File: src/hw/rtl/comment_marker_detector_defines.svh
// Assertion macros shared by the comment marker detector RTL.
`ifndef COMMENT_MARKER_DETECTOR_DEFINES_SVH
`define COMMENT_MARKER_DETECTOR_DEFINES_SVH

// Same-cycle implication, checked on clk, off during reset.
`define CMD_ASSERT_NOW(label, ante, cons, msg) \
	label: assert property (@(posedge clk) disable iff (!arst_n) (ante) |-> (cons)) \
		else $error(msg);

// Next-cycle implication, checked on clk, off during reset.
`define CMD_ASSERT_NEXT(label, ante, cons, msg) \
	label: assert property (@(posedge clk) disable iff (!arst_n) (ante) |=> (cons)) \
		else $error(msg);

`endif

File: src/hw/rtl/cmd_pkg.sv
// Shared constants for the comment marker detector: widths, register indexes, character codes, state codes.
package cmd_pkg;

	// Configuration port and register widths
	localparam int unsigned CFG_INDEX_BITS = 8;
	localparam int unsigned CFG_DATA_BITS  = 64;
	localparam int unsigned LEN_REG_BITS   = 4;

	// Register indexes
	localparam logic [CFG_INDEX_BITS-1:0] REG_MARKER_CHARS  = 8'd0;
	localparam logic [CFG_INDEX_BITS-1:0] REG_MARKER_LENGTH = 8'd1;

	// Characters with comment syntax meaning
	localparam logic [7:0] CH_NUL     = 8'd0;
	localparam logic [7:0] CH_NEWLINE = 8'd10;
	localparam logic [7:0] CH_STAR    = 8'd42;
	localparam logic [7:0] CH_SLASH   = 8'd47;

	// Scanner state codes
	localparam logic [3:0] ST_IDLE       = 4'd0;
	localparam logic [3:0] ST_SLASH_OPEN = 4'd1;
	localparam logic [3:0] ST_LINE       = 4'd2;
	localparam logic [3:0] ST_BODY       = 4'd3;
	localparam logic [3:0] ST_STAR       = 4'd4;
	localparam logic [3:0] ST_LONG_STAR  = 4'd5;
	localparam logic [3:0] ST_LONG       = 4'd6;
	localparam logic [3:0] ST_MATCHING   = 4'd7;
	localparam logic [3:0] ST_CLOSED     = 4'd8;

endpackage

File: src/hw/rtl/cmd_if.sv
// Valid/ready channel interfaces for characters, results and configuration writes.
interface cmd_char_if #(
	parameter int unsigned POSITION_BITS = 16
) ();
	logic                     valid;
	logic                     ready;
	logic [7:0]               character;
	logic [POSITION_BITS-1:0] position;

	modport source (output valid, output character, output position, input ready);
	modport sink   (input valid, input character, input position, output ready);
endinterface

interface cmd_result_if #(
	parameter int unsigned POSITION_BITS = 16
) ();
	logic                     valid;
	logic                     ready;
	logic                     found;
	logic [POSITION_BITS-1:0] comment_start;

	modport source (output valid, output found, output comment_start, input ready);
	modport sink   (input valid, input found, input comment_start, output ready);
endinterface

interface cmd_cfg_if ();
	logic                                valid;
	logic                                ready;
	logic [cmd_pkg::CFG_INDEX_BITS-1:0]  index;
	logic [cmd_pkg::CFG_DATA_BITS-1:0]   data;

	modport source (output valid, output index, output data, input ready);
	modport sink   (input valid, input index, input data, output ready);
endinterface

File: src/hw/rtl/comment_marker_detector.sv
// Comment marker detector: tracks C-style comments and flags block comments ending in a marker.
// One character word is taken per clock, and every word gives exactly one result word. A word
// is held in the input stage, where the comment state machine and the marker compare update
// the scan state, and its result is then held in the output register before it is offered on
// the result channel. Throughput is one word per cycle, set by the state update loop; the input
// stage drains, and the scan state updates, only when the result register is free or being
// drained. Configuration writes are always taken and apply from the next character on.
`include "comment_marker_detector_defines.svh"

module comment_marker_detector #(
	parameter int unsigned MAX_MARKER_LEN = 8,
	parameter int unsigned POSITION_BITS  = 16
) (
	input  logic            clk,
	input  logic            arst_n,
	cmd_char_if.sink        chars,
	cmd_result_if.source    results,
	cmd_cfg_if.sink         cfg
);

	localparam int unsigned LEN_BITS    = $clog2(MAX_MARKER_LEN + 1);
	localparam int unsigned MARKER_BITS = 8 * MAX_MARKER_LEN;

	// Configuration registers
	logic [MARKER_BITS-1:0]           marker_chars_q;
	logic [cmd_pkg::LEN_REG_BITS-1:0] marker_length_q;

	// Input stage
	logic                     valid_s1;
	logic [7:0]               char_s1;
	logic [POSITION_BITS-1:0] pos_s1;

	// Scan state
	logic [3:0]               st_q;
	logic                     flag_q;
	logic [LEN_BITS-1:0]      cnt_q;
	logic [POSITION_BITS-1:0] open_pos_q;

	// Output stage
	logic                     valid_s2;
	logic                     found_s2;
	logic [POSITION_BITS-1:0] start_s2;

	logic                     adv_s1;
	logic                     take_in;

	logic [3:0]               st_cur;
	logic [3:0]               st_n;
	logic                     flag_n;
	logic [LEN_BITS-1:0]      cnt_n;
	logic [POSITION_BITS-1:0] open_pos_n;
	logic                     hit;

	logic [LEN_BITS-1:0]      len_eff;
	logic [LEN_BITS-1:0]      scan_cnt;
	logic [LEN_BITS-1:0]      scan_c;
	logic [7:0]               scan_byte;
	logic [3:0]               scan_st;
	logic [LEN_BITS-1:0]      scan_cnt_n;
	logic                     scan_flag;

	// Handshake: stage 1 drains into the result register when it is free or being taken
	assign adv_s1        = valid_s1 && (!valid_s2 || results.ready);
	assign take_in       = chars.valid && chars.ready;
	assign chars.ready   = !valid_s1 || adv_s1;
	assign cfg.ready     = 1'b1;

	assign results.valid         = valid_s2;
	assign results.found         = found_s2;
	assign results.comment_start = start_s2;

	// Configuration writes; unknown indexes are dropped
	always_ff @(posedge clk or negedge arst_n) begin
		if (!arst_n) begin
			marker_chars_q  <= '0;
			marker_length_q <= cmd_pkg::LEN_REG_BITS'(1);
		end else if (cfg.valid && cfg.ready) begin
			case (cfg.index)
				cmd_pkg::REG_MARKER_CHARS:  marker_chars_q  <= cfg.data[MARKER_BITS-1:0];
				cmd_pkg::REG_MARKER_LENGTH: marker_length_q <= cfg.data[cmd_pkg::LEN_REG_BITS-1:0];
				default: ;
			endcase
		end
	end

	// Effective marker length, clamped to the stored width
	assign len_eff = (marker_length_q > cmd_pkg::LEN_REG_BITS'(MAX_MARKER_LEN))
		? LEN_BITS'(MAX_MARKER_LEN) : LEN_BITS'(marker_length_q);

	// Marker compare: restart at zero after a star or on a slash, wrap after a full match
	always_comb begin
		scan_cnt  = (st_cur == cmd_pkg::ST_STAR || char_s1 == cmd_pkg::CH_SLASH) ? '0 : cnt_q;
		scan_c    = (scan_cnt >= len_eff) ? '0 : scan_cnt;
		scan_byte = '0;
		for (int k = 0; k < MAX_MARKER_LEN; k++) begin
			if (scan_c == LEN_BITS'(k))
				scan_byte = marker_chars_q[8*k +: 8];
		end
		if (len_eff != '0 && char_s1 == scan_byte) begin
			scan_st    = cmd_pkg::ST_MATCHING;
			scan_cnt_n = scan_c + LEN_BITS'(1);
			scan_flag  = (scan_cnt_n == len_eff);
		end else begin
			scan_st    = cmd_pkg::ST_BODY;
			scan_cnt_n = '0;
			scan_flag  = 1'b0;
		end
	end

	// Comment state machine
	always_comb begin
		st_cur     = (st_q > cmd_pkg::ST_CLOSED) ? cmd_pkg::ST_IDLE : st_q;
		st_n       = st_cur;
		flag_n     = flag_q;
		cnt_n      = cnt_q;
		open_pos_n = open_pos_q;
		hit        = 1'b0;
		if (char_s1 == cmd_pkg::CH_NUL || char_s1 == cmd_pkg::CH_NEWLINE) begin
			case (st_cur)
				cmd_pkg::ST_LINE, cmd_pkg::ST_SLASH_OPEN: st_n = cmd_pkg::ST_IDLE;
				cmd_pkg::ST_CLOSED: begin
					st_n = cmd_pkg::ST_IDLE;
					hit  = flag_q;
				end
				cmd_pkg::ST_BODY, cmd_pkg::ST_STAR, cmd_pkg::ST_LONG_STAR,
				cmd_pkg::ST_MATCHING: begin
					st_n   = cmd_pkg::ST_LONG;
					flag_n = 1'b0;
				end
				default: ;
			endcase
		end else if (char_s1 == cmd_pkg::CH_SLASH) begin
			case (st_cur)
				cmd_pkg::ST_IDLE:       st_n = cmd_pkg::ST_SLASH_OPEN;
				cmd_pkg::ST_SLASH_OPEN: st_n = cmd_pkg::ST_LINE;
				cmd_pkg::ST_CLOSED: begin
					st_n = cmd_pkg::ST_SLASH_OPEN;
					hit  = flag_q;
				end
				cmd_pkg::ST_STAR:      st_n = cmd_pkg::ST_CLOSED;
				cmd_pkg::ST_LONG_STAR: st_n = cmd_pkg::ST_IDLE;
				cmd_pkg::ST_BODY, cmd_pkg::ST_MATCHING: begin
					st_n   = scan_st;
					cnt_n  = scan_cnt_n;
					flag_n = scan_flag;
				end
				default: ;
			endcase
		end else if (char_s1 == cmd_pkg::CH_STAR) begin
			case (st_cur)
				cmd_pkg::ST_SLASH_OPEN: begin
					st_n       = cmd_pkg::ST_BODY;
					open_pos_n = pos_s1;
					flag_n     = 1'b0;
					cnt_n      = '0;
				end
				cmd_pkg::ST_CLOSED: begin
					st_n = cmd_pkg::ST_IDLE;
					hit  = flag_q;
				end
				cmd_pkg::ST_BODY, cmd_pkg::ST_MATCHING: st_n = cmd_pkg::ST_STAR;
				cmd_pkg::ST_STAR: flag_n = 1'b0;
				cmd_pkg::ST_LONG: st_n = cmd_pkg::ST_LONG_STAR;
				default: ;
			endcase
		end else begin
			case (st_cur)
				cmd_pkg::ST_SLASH_OPEN: st_n = cmd_pkg::ST_IDLE;
				cmd_pkg::ST_CLOSED: begin
					st_n = cmd_pkg::ST_IDLE;
					hit  = flag_q;
				end
				cmd_pkg::ST_STAR, cmd_pkg::ST_BODY, cmd_pkg::ST_MATCHING: begin
					st_n   = scan_st;
					cnt_n  = scan_cnt_n;
					flag_n = scan_flag;
				end
				cmd_pkg::ST_LONG_STAR: st_n = cmd_pkg::ST_LONG;
				default: ;
			endcase
		end
	end

	// Input stage register
	always_ff @(posedge clk or negedge arst_n) begin
		if (!arst_n) begin
			valid_s1 <= 1'b0;
		end else if (chars.ready) begin
			valid_s1 <= chars.valid;
		end
	end

	always_ff @(posedge clk) begin
		if (take_in) begin
			char_s1 <= chars.character;
			pos_s1  <= chars.position;
		end
	end

	// Scan state update, one word per advance
	always_ff @(posedge clk or negedge arst_n) begin
		if (!arst_n) begin
			st_q       <= cmd_pkg::ST_IDLE;
			flag_q     <= 1'b0;
			cnt_q      <= '0;
			open_pos_q <= '0;
		end else if (adv_s1) begin
			st_q       <= st_n;
			flag_q     <= flag_n;
			cnt_q      <= cnt_n;
			open_pos_q <= open_pos_n;
		end
	end

	// Result register
	always_ff @(posedge clk or negedge arst_n) begin
		if (!arst_n) begin
			valid_s2 <= 1'b0;
		end else if (!valid_s2 || results.ready) begin
			valid_s2 <= valid_s1;
		end
	end

	always_ff @(posedge clk) begin
		if (adv_s1) begin
			found_s2 <= hit;
			start_s2 <= open_pos_n;
		end
	end

	// Checks
	`CMD_ASSERT_NOW(a_hit_only_after_close, adv_s1 && hit, st_cur == cmd_pkg::ST_CLOSED,
		"found raised outside the word after a close")
	`CMD_ASSERT_NOW(a_flag_needs_count, flag_q, cnt_q != '0,
		"match flag set with an empty match count")
	`CMD_ASSERT_NOW(a_count_in_range, 1'b1, cnt_q <= LEN_BITS'(MAX_MARKER_LEN),
		"match count beyond the marker width")
	`CMD_ASSERT_NEXT(a_state_holds_on_stall, valid_s1 && valid_s2 && !results.ready,
		$stable(st_q) && $stable(cnt_q) && $stable(flag_q),
		"scan state moved while the result register was stalled")

endmodule
File: src/flat_wrapper.sv
// flat-port wrapper written by rule: the top's interface ports become plain ports
module comment_marker_detector_flat 
#(
	parameter int unsigned MAX_MARKER_LEN = 8,
	parameter int unsigned POSITION_BITS  = 16
)
  (clk, arst_n, chars_valid, chars_character, chars_position, chars_ready, results_valid, results_found, results_comment_start, results_ready, cfg_valid, cfg_index, cfg_data, cfg_ready);
  cmd_char_if #(.POSITION_BITS(POSITION_BITS)) chars_i ();
  cmd_result_if #(.POSITION_BITS(POSITION_BITS)) results_i ();
  cmd_cfg_if cfg_i ();
  input  logic clk;
  input  logic arst_n;
  input wire logic [$bits(chars_i.valid)-1:0] chars_valid;
  input wire logic [$bits(chars_i.character)-1:0] chars_character;
  input wire logic [$bits(chars_i.position)-1:0] chars_position;
  output wire logic [$bits(chars_i.ready)-1:0] chars_ready;
  output wire logic [$bits(results_i.valid)-1:0] results_valid;
  output wire logic [$bits(results_i.found)-1:0] results_found;
  output wire logic [$bits(results_i.comment_start)-1:0] results_comment_start;
  input wire logic [$bits(results_i.ready)-1:0] results_ready;
  input wire logic [$bits(cfg_i.valid)-1:0] cfg_valid;
  input wire logic [$bits(cfg_i.index)-1:0] cfg_index;
  input wire logic [$bits(cfg_i.data)-1:0] cfg_data;
  output wire logic [$bits(cfg_i.ready)-1:0] cfg_ready;
  assign chars_i.valid = chars_valid;
  assign chars_i.character = chars_character;
  assign chars_i.position = chars_position;
  assign chars_ready = chars_i.ready;
  assign results_valid = results_i.valid;
  assign results_found = results_i.found;
  assign results_comment_start = results_i.comment_start;
  assign results_i.ready = results_ready;
  assign cfg_i.valid = cfg_valid;
  assign cfg_i.index = cfg_index;
  assign cfg_i.data = cfg_data;
  assign cfg_ready = cfg_i.ready;
  comment_marker_detector #(.MAX_MARKER_LEN(MAX_MARKER_LEN), .POSITION_BITS(POSITION_BITS)) u_core (.clk(clk), .arst_n(arst_n), .chars(chars_i), .results(results_i), .cfg(cfg_i));
endmodule
File: config.mk
export PLATFORM = sky130hd
export DESIGN_NAME = comment_marker_detector_flat
export DESIGN_NICKNAME = d
export VERILOG_FILES = /design/src/hw/rtl/cmd_pkg.sv /design/src/hw/rtl/cmd_if.sv /design/src/hw/rtl/comment_marker_detector.sv /design/src/flat_wrapper.sv
export VERILOG_INCLUDE_DIRS = /design/src /design/src/hw/rtl
export SDC_FILE = /design/constraint.sdc
export NUM_CORES = 1
export LEC_CHECK = 0
export BUFFER_PORTS_ARGS = -buffer_cell sky130_fd_sc_hd__clkbuf_2
export CAP_MARGIN = 20
export CORE_MARGIN = 2
export CORE_UTILIZATION = 34
export CTS_BUF_LIST = sky130_fd_sc_hd__clkbuf_16
export CTS_CLUSTER_SIZE = 8
export DETAILED_ROUTE_END_ITERATION = 7
export GPL_ROUTABILITY_DRIVEN = 0
export SETUP_SLACK_MARGIN = 0.4
export SLEW_MARGIN = 20
export SYNTH_ARGS = -nofsm -noshare
export SYNTH_HDL_FRONTEND = slang
export SYNTH_SLANG_ARGS = --single-unit
File: constraint.sdc
create_clock -name clk -period 4.25 [get_ports clk]
set_input_delay 0 -clock clk [delete_from_list [all_inputs] [get_ports clk]]
set_output_delay 0 -clock clk [all_outputs]
set_load 0.05 [all_outputs]
==> results summary <==
The worst setup path is launched from a flop. The utilization after layout is 49.9%. After synthesis, the cell types taking the most area are dfrtp_1, edfxtp_1, mux2_2.

The leading area contributor after synthesis is dfrtp_1. The routed wire length per instance came out at 16.2 um. The power density relative to cell area came out at 354 nW/um^2. The number of buffers on the longest clock path came out at 2. The fraction of power consumed by combinational cells is 12.9%. The depth of the CTS H-tree came out at 4. The max-cap violation count is 0. The remaining routing DRC violations came out at 0. The placement row count is 50.

The hold path depth came out at 3. Synthesis handed over a netlist of 526 instances. The final layout contains routed wiring with a total length of 16600 um. The initial utilization of the core area, before any placement, comes to 34.6%. The clock sink total is 136.

The post-route netlist has 43.2% of its cells at a drive strength greater than 1. Counting distinct cell types in the post-synthesis netlist gives 61. The share of the yosys chip area belonging to registers came out at 55.7%. The cell-internal power came out at 2.45 mW. The most frequent cell after synthesis is dfrtp_1. The maximum fanout along the worst path came out at 26. Detailed placement finished with a half-perimeter wire length of 11200 um. The hold violation count in the final report came out at 0. The number of antenna violations at the first check in global routing came out at 0. The classification of the worst setup path is reg2reg. In the synthesized netlist the dominant register cell turns out to be dfrtp_1. The number of top-level pins is 121. The signal arrival time at the worst endpoint is 4.50 ns. The total number of yosys warnings is 0.

The sequential share of power is 44.2%. The share of synthesized area in the top cell type comes to 36.3%. Relative to the synthesized area, the layout overhead comes to 44.1%. The clock latency at the later pin of the worst-skew pair is 0.42 ns.

The mapped cell area came out at 6480 um^2. The number of fillers in the final layout came out at 1569. The worst register-to-register path begins at u_core.char_s1[7]$_DFFE_PP_. The number of clock buffers inserted by TritonCTS is 17. The number of synthesized flops with an enable pin is 41. The number of global-route vias before repair came to 5231. The switching share of power is 25.9%. Between clock sinks in the finished design, the worst skew comes to 0.0136 ns.

The portion of total power attributed to the clock network came out at 42.9%. The count of buffers inserted at the top-level ports is 119. The final-report max-slew violation count is 0. The run finished with clean final reports. The die covers 20200 um^2.

The worst-case reg-to-reg path depth came out at 18. The tightest min-delay check is of the in2reg type. The part of the cycle the worst path needs is 98.4%.

Counting instances in the post-synthesis netlist gives the leading cell types as dfrtp_1, mux2_2, nand2_1, edfxtp_1, a21oi_1. The peak supply drop came out at 0.273 mV. The overall overflow remaining after global route came out at 0. The capturing element type of the critical path is a flop. Setup violations remaining at the end of the flow were counted as 0. The first global-routing pass estimated 26500 um of wire. The net count of the finished layout is 885.

TritonCTS built the clock tree. Global routing consumed, over all layers together, 16.8% of the routing resources. The standby leakage power came out at 4.21 nW. In this run the power spent charging and discharging nets is 0.856 mW.

Setup repair after global routing could not meet its margin everywhere. For this block, the initial DRC count from the detailed router was 317. The reg-to-reg critical path endpoint is u_core.st_q[2]$_DFFE_PN0P_. The total power consumption of the routed design is 3.30 mW.

The maximum operating frequency is 239 MHz. The total via count in the routed design came out at 5141. The pin count of the biggest net entering global routing came out at 63. The path with the worst hold slack has its endpoint at u_core.marker_chars_q[16]$_DFFE_PN0P_. The clock root buffer is clkbuf_16.

The remaining number of nets flagged by the antenna check after routing came out at 0. The shortest clock period the worst path allows after layout is 4.18 ns. The number of synthesized register bits is 136.

Before antenna repair, the detailed router went through 5 iterations. The relative slew slack came out at 51.2%. The worst setup slack for register-to-register paths came out at 0.07 ns. The hold path startpoint is cfg_index[0].

Counting flops with an async set or reset pin after synthesis yields a share of 69.9%. The core region is 18700 um^2. The die extent in x came out at 142 um. The worst path required time came out at 4.57 ns. The clock-pin slew on the worst setup and hold paths came out at 0.06 ns. The vertical die dimension is 142 um. The via-per-instance ratio is 5.02. The synthesized area divided by synthesized cell count is 12.3 um^2. The transition time at the pin with the least slew margin is 0.725 ns. The number of nets produced by synthesis is 635.
## timing repair
action | 4_1_cts | 5_1_grt
hold buffers | 92 | 0
pin swaps | 5 | 8
endpoints found under the hold margin | 135 | 0
endpoints found under the setup margin | 6 | 6
setup buffers | 10 | 4
resized for setup | 11 | 21
## critical path: stages, from the launching register on
cell	delay, ns
edfxtp_1	0.44
nor4b_4	0.38
a21oi_4	0.12
and2_4	0.18
ha_2	0.31
o21a_1	0.17
nor2_4	0.06
o21a_4	0.24
nand2_4	0.09
inv_1	0.07
ha_2	0.20
buf_12	0.16
a221o_1	0.27
a22oi_2	0.16
a21oi_2	0.06
nor3_2	0.21
o211ai_1	0.14
or4_4	0.60
o311ai_2	0.23
## cell families after synthesis
logic type	Yosys count	synth area share, %
flip-flops	136	55.7
AND/OR/NAND/NOR	129	10.6
AO/OA/AOI/OAI	101	11.5
multiplexers	91	15.8
buffers and inverters	47	3.09
XOR/XNOR	13	1.76
adder cells (fa/ha/maj)	8	1.55
other	1	0.0579
## cells in the final DEF (no fill, tap or decap), types with 15 or more instances in the layout
cell           synthesis  final
inv_1                 18     17
edfxtp_1              41     41
buf_4                  3     48
dfrtp_1               94     94
dlygate4sd3_1          0     92
nor2_1                17     15
nand2_1               45     43
a21oi_1               25     22
mux2_2                90     90
clkbuf_16              0     17
clkbuf_2               0    118
o21ai_0               23     22
## final cells by class
cell class	instances	area (um^2)	area share, %
Clock inverter	15	144	1.54
Inverter	18	70.1	0.751
Clock buffer	17	425	4.56
Timing Repair Buffer	260	1900	20.4
Antenna cell	1	2.50	0.0268
Tap cell	234	293	3.14
Sequential cell	136	3610	38.7
Multi-Input combinational cell	343	2890	30.9
## flip-flops by register name, indices dropped and copies added (netlist names)
register                      flops
u_core.char_s1                    8
u_core.cnt_q                      4
u_core.flag_q                     1
u_core.marker_chars_q            64
u_core.marker_length_q            4
u_core.open_pos_q                16
u_core.pos_s1                    16
u_core.results.comment_start     16
u_core.results.found              1
u_core.results.valid              1
u_core.st_q                       4
u_core.valid_s1                   1
## metal layers
metal	vias to the layer above	wire [um]	global-route usage (%)
met5	-	0	0
met4	0	364	6.63
met3	30	534	3.57
met2	138	8710	29.1
met1	2545	6960	20.5
li1	2428	-	-
## through the flow
step	setup WS, ns	instance area [um^2]	instances	setup TNS, ns	hold slack [ns]
CTS	0.122	9190	1019	0	0.0198
detailed placement	-0.173	7590	885	-0.914	0.0187
global placement	-0.0161	7590	885	-0.0171	0.00228
global route	-0.167	9330	1023	-0.781	0.0385
floorplan	-0.0526	6570	526	-0.169	-0.296
finish	0.0682	9330	1024	0	0.0441
## worst max path at each step
stage	start	endpoint	cells after the start
detailed placement	u_core.char_s1[6]$_DFFE_PP_	u_core.flag_q$_DFFE_PN0P_	18
global route	u_core.char_s1[7]$_DFFE_PP_	u_core.st_q[2]$_DFFE_PN0P_	18
global placement	u_core.char_s1[6]$_DFFE_PP_	u_core.flag_q$_DFFE_PN0P_	18
CTS	u_core.char_s1[4]$_DFFE_PP_	u_core.st_q[2]$_DFFE_PN0P_	18
finish	u_core.char_s1[7]$_DFFE_PP_	u_core.st_q[2]$_DFFE_PN0P_	18
floorplan	u_core.char_s1[6]$_DFFE_PP_	u_core.flag_q$_DFFE_PN0P_	20
## power by group through the flow
stage	clock network [mW]	logic (mW)	registers [mW]
global placement	0	0.323	1.48
CTS	1.45	0.410	1.46
global route	1.51	0.459	1.47
finish	1.42	0.425	1.46
floorplan	0	0.161	1.52
detailed placement	0	0.332	1.48
Note: power is estimated with default switching activity, not from simulation.
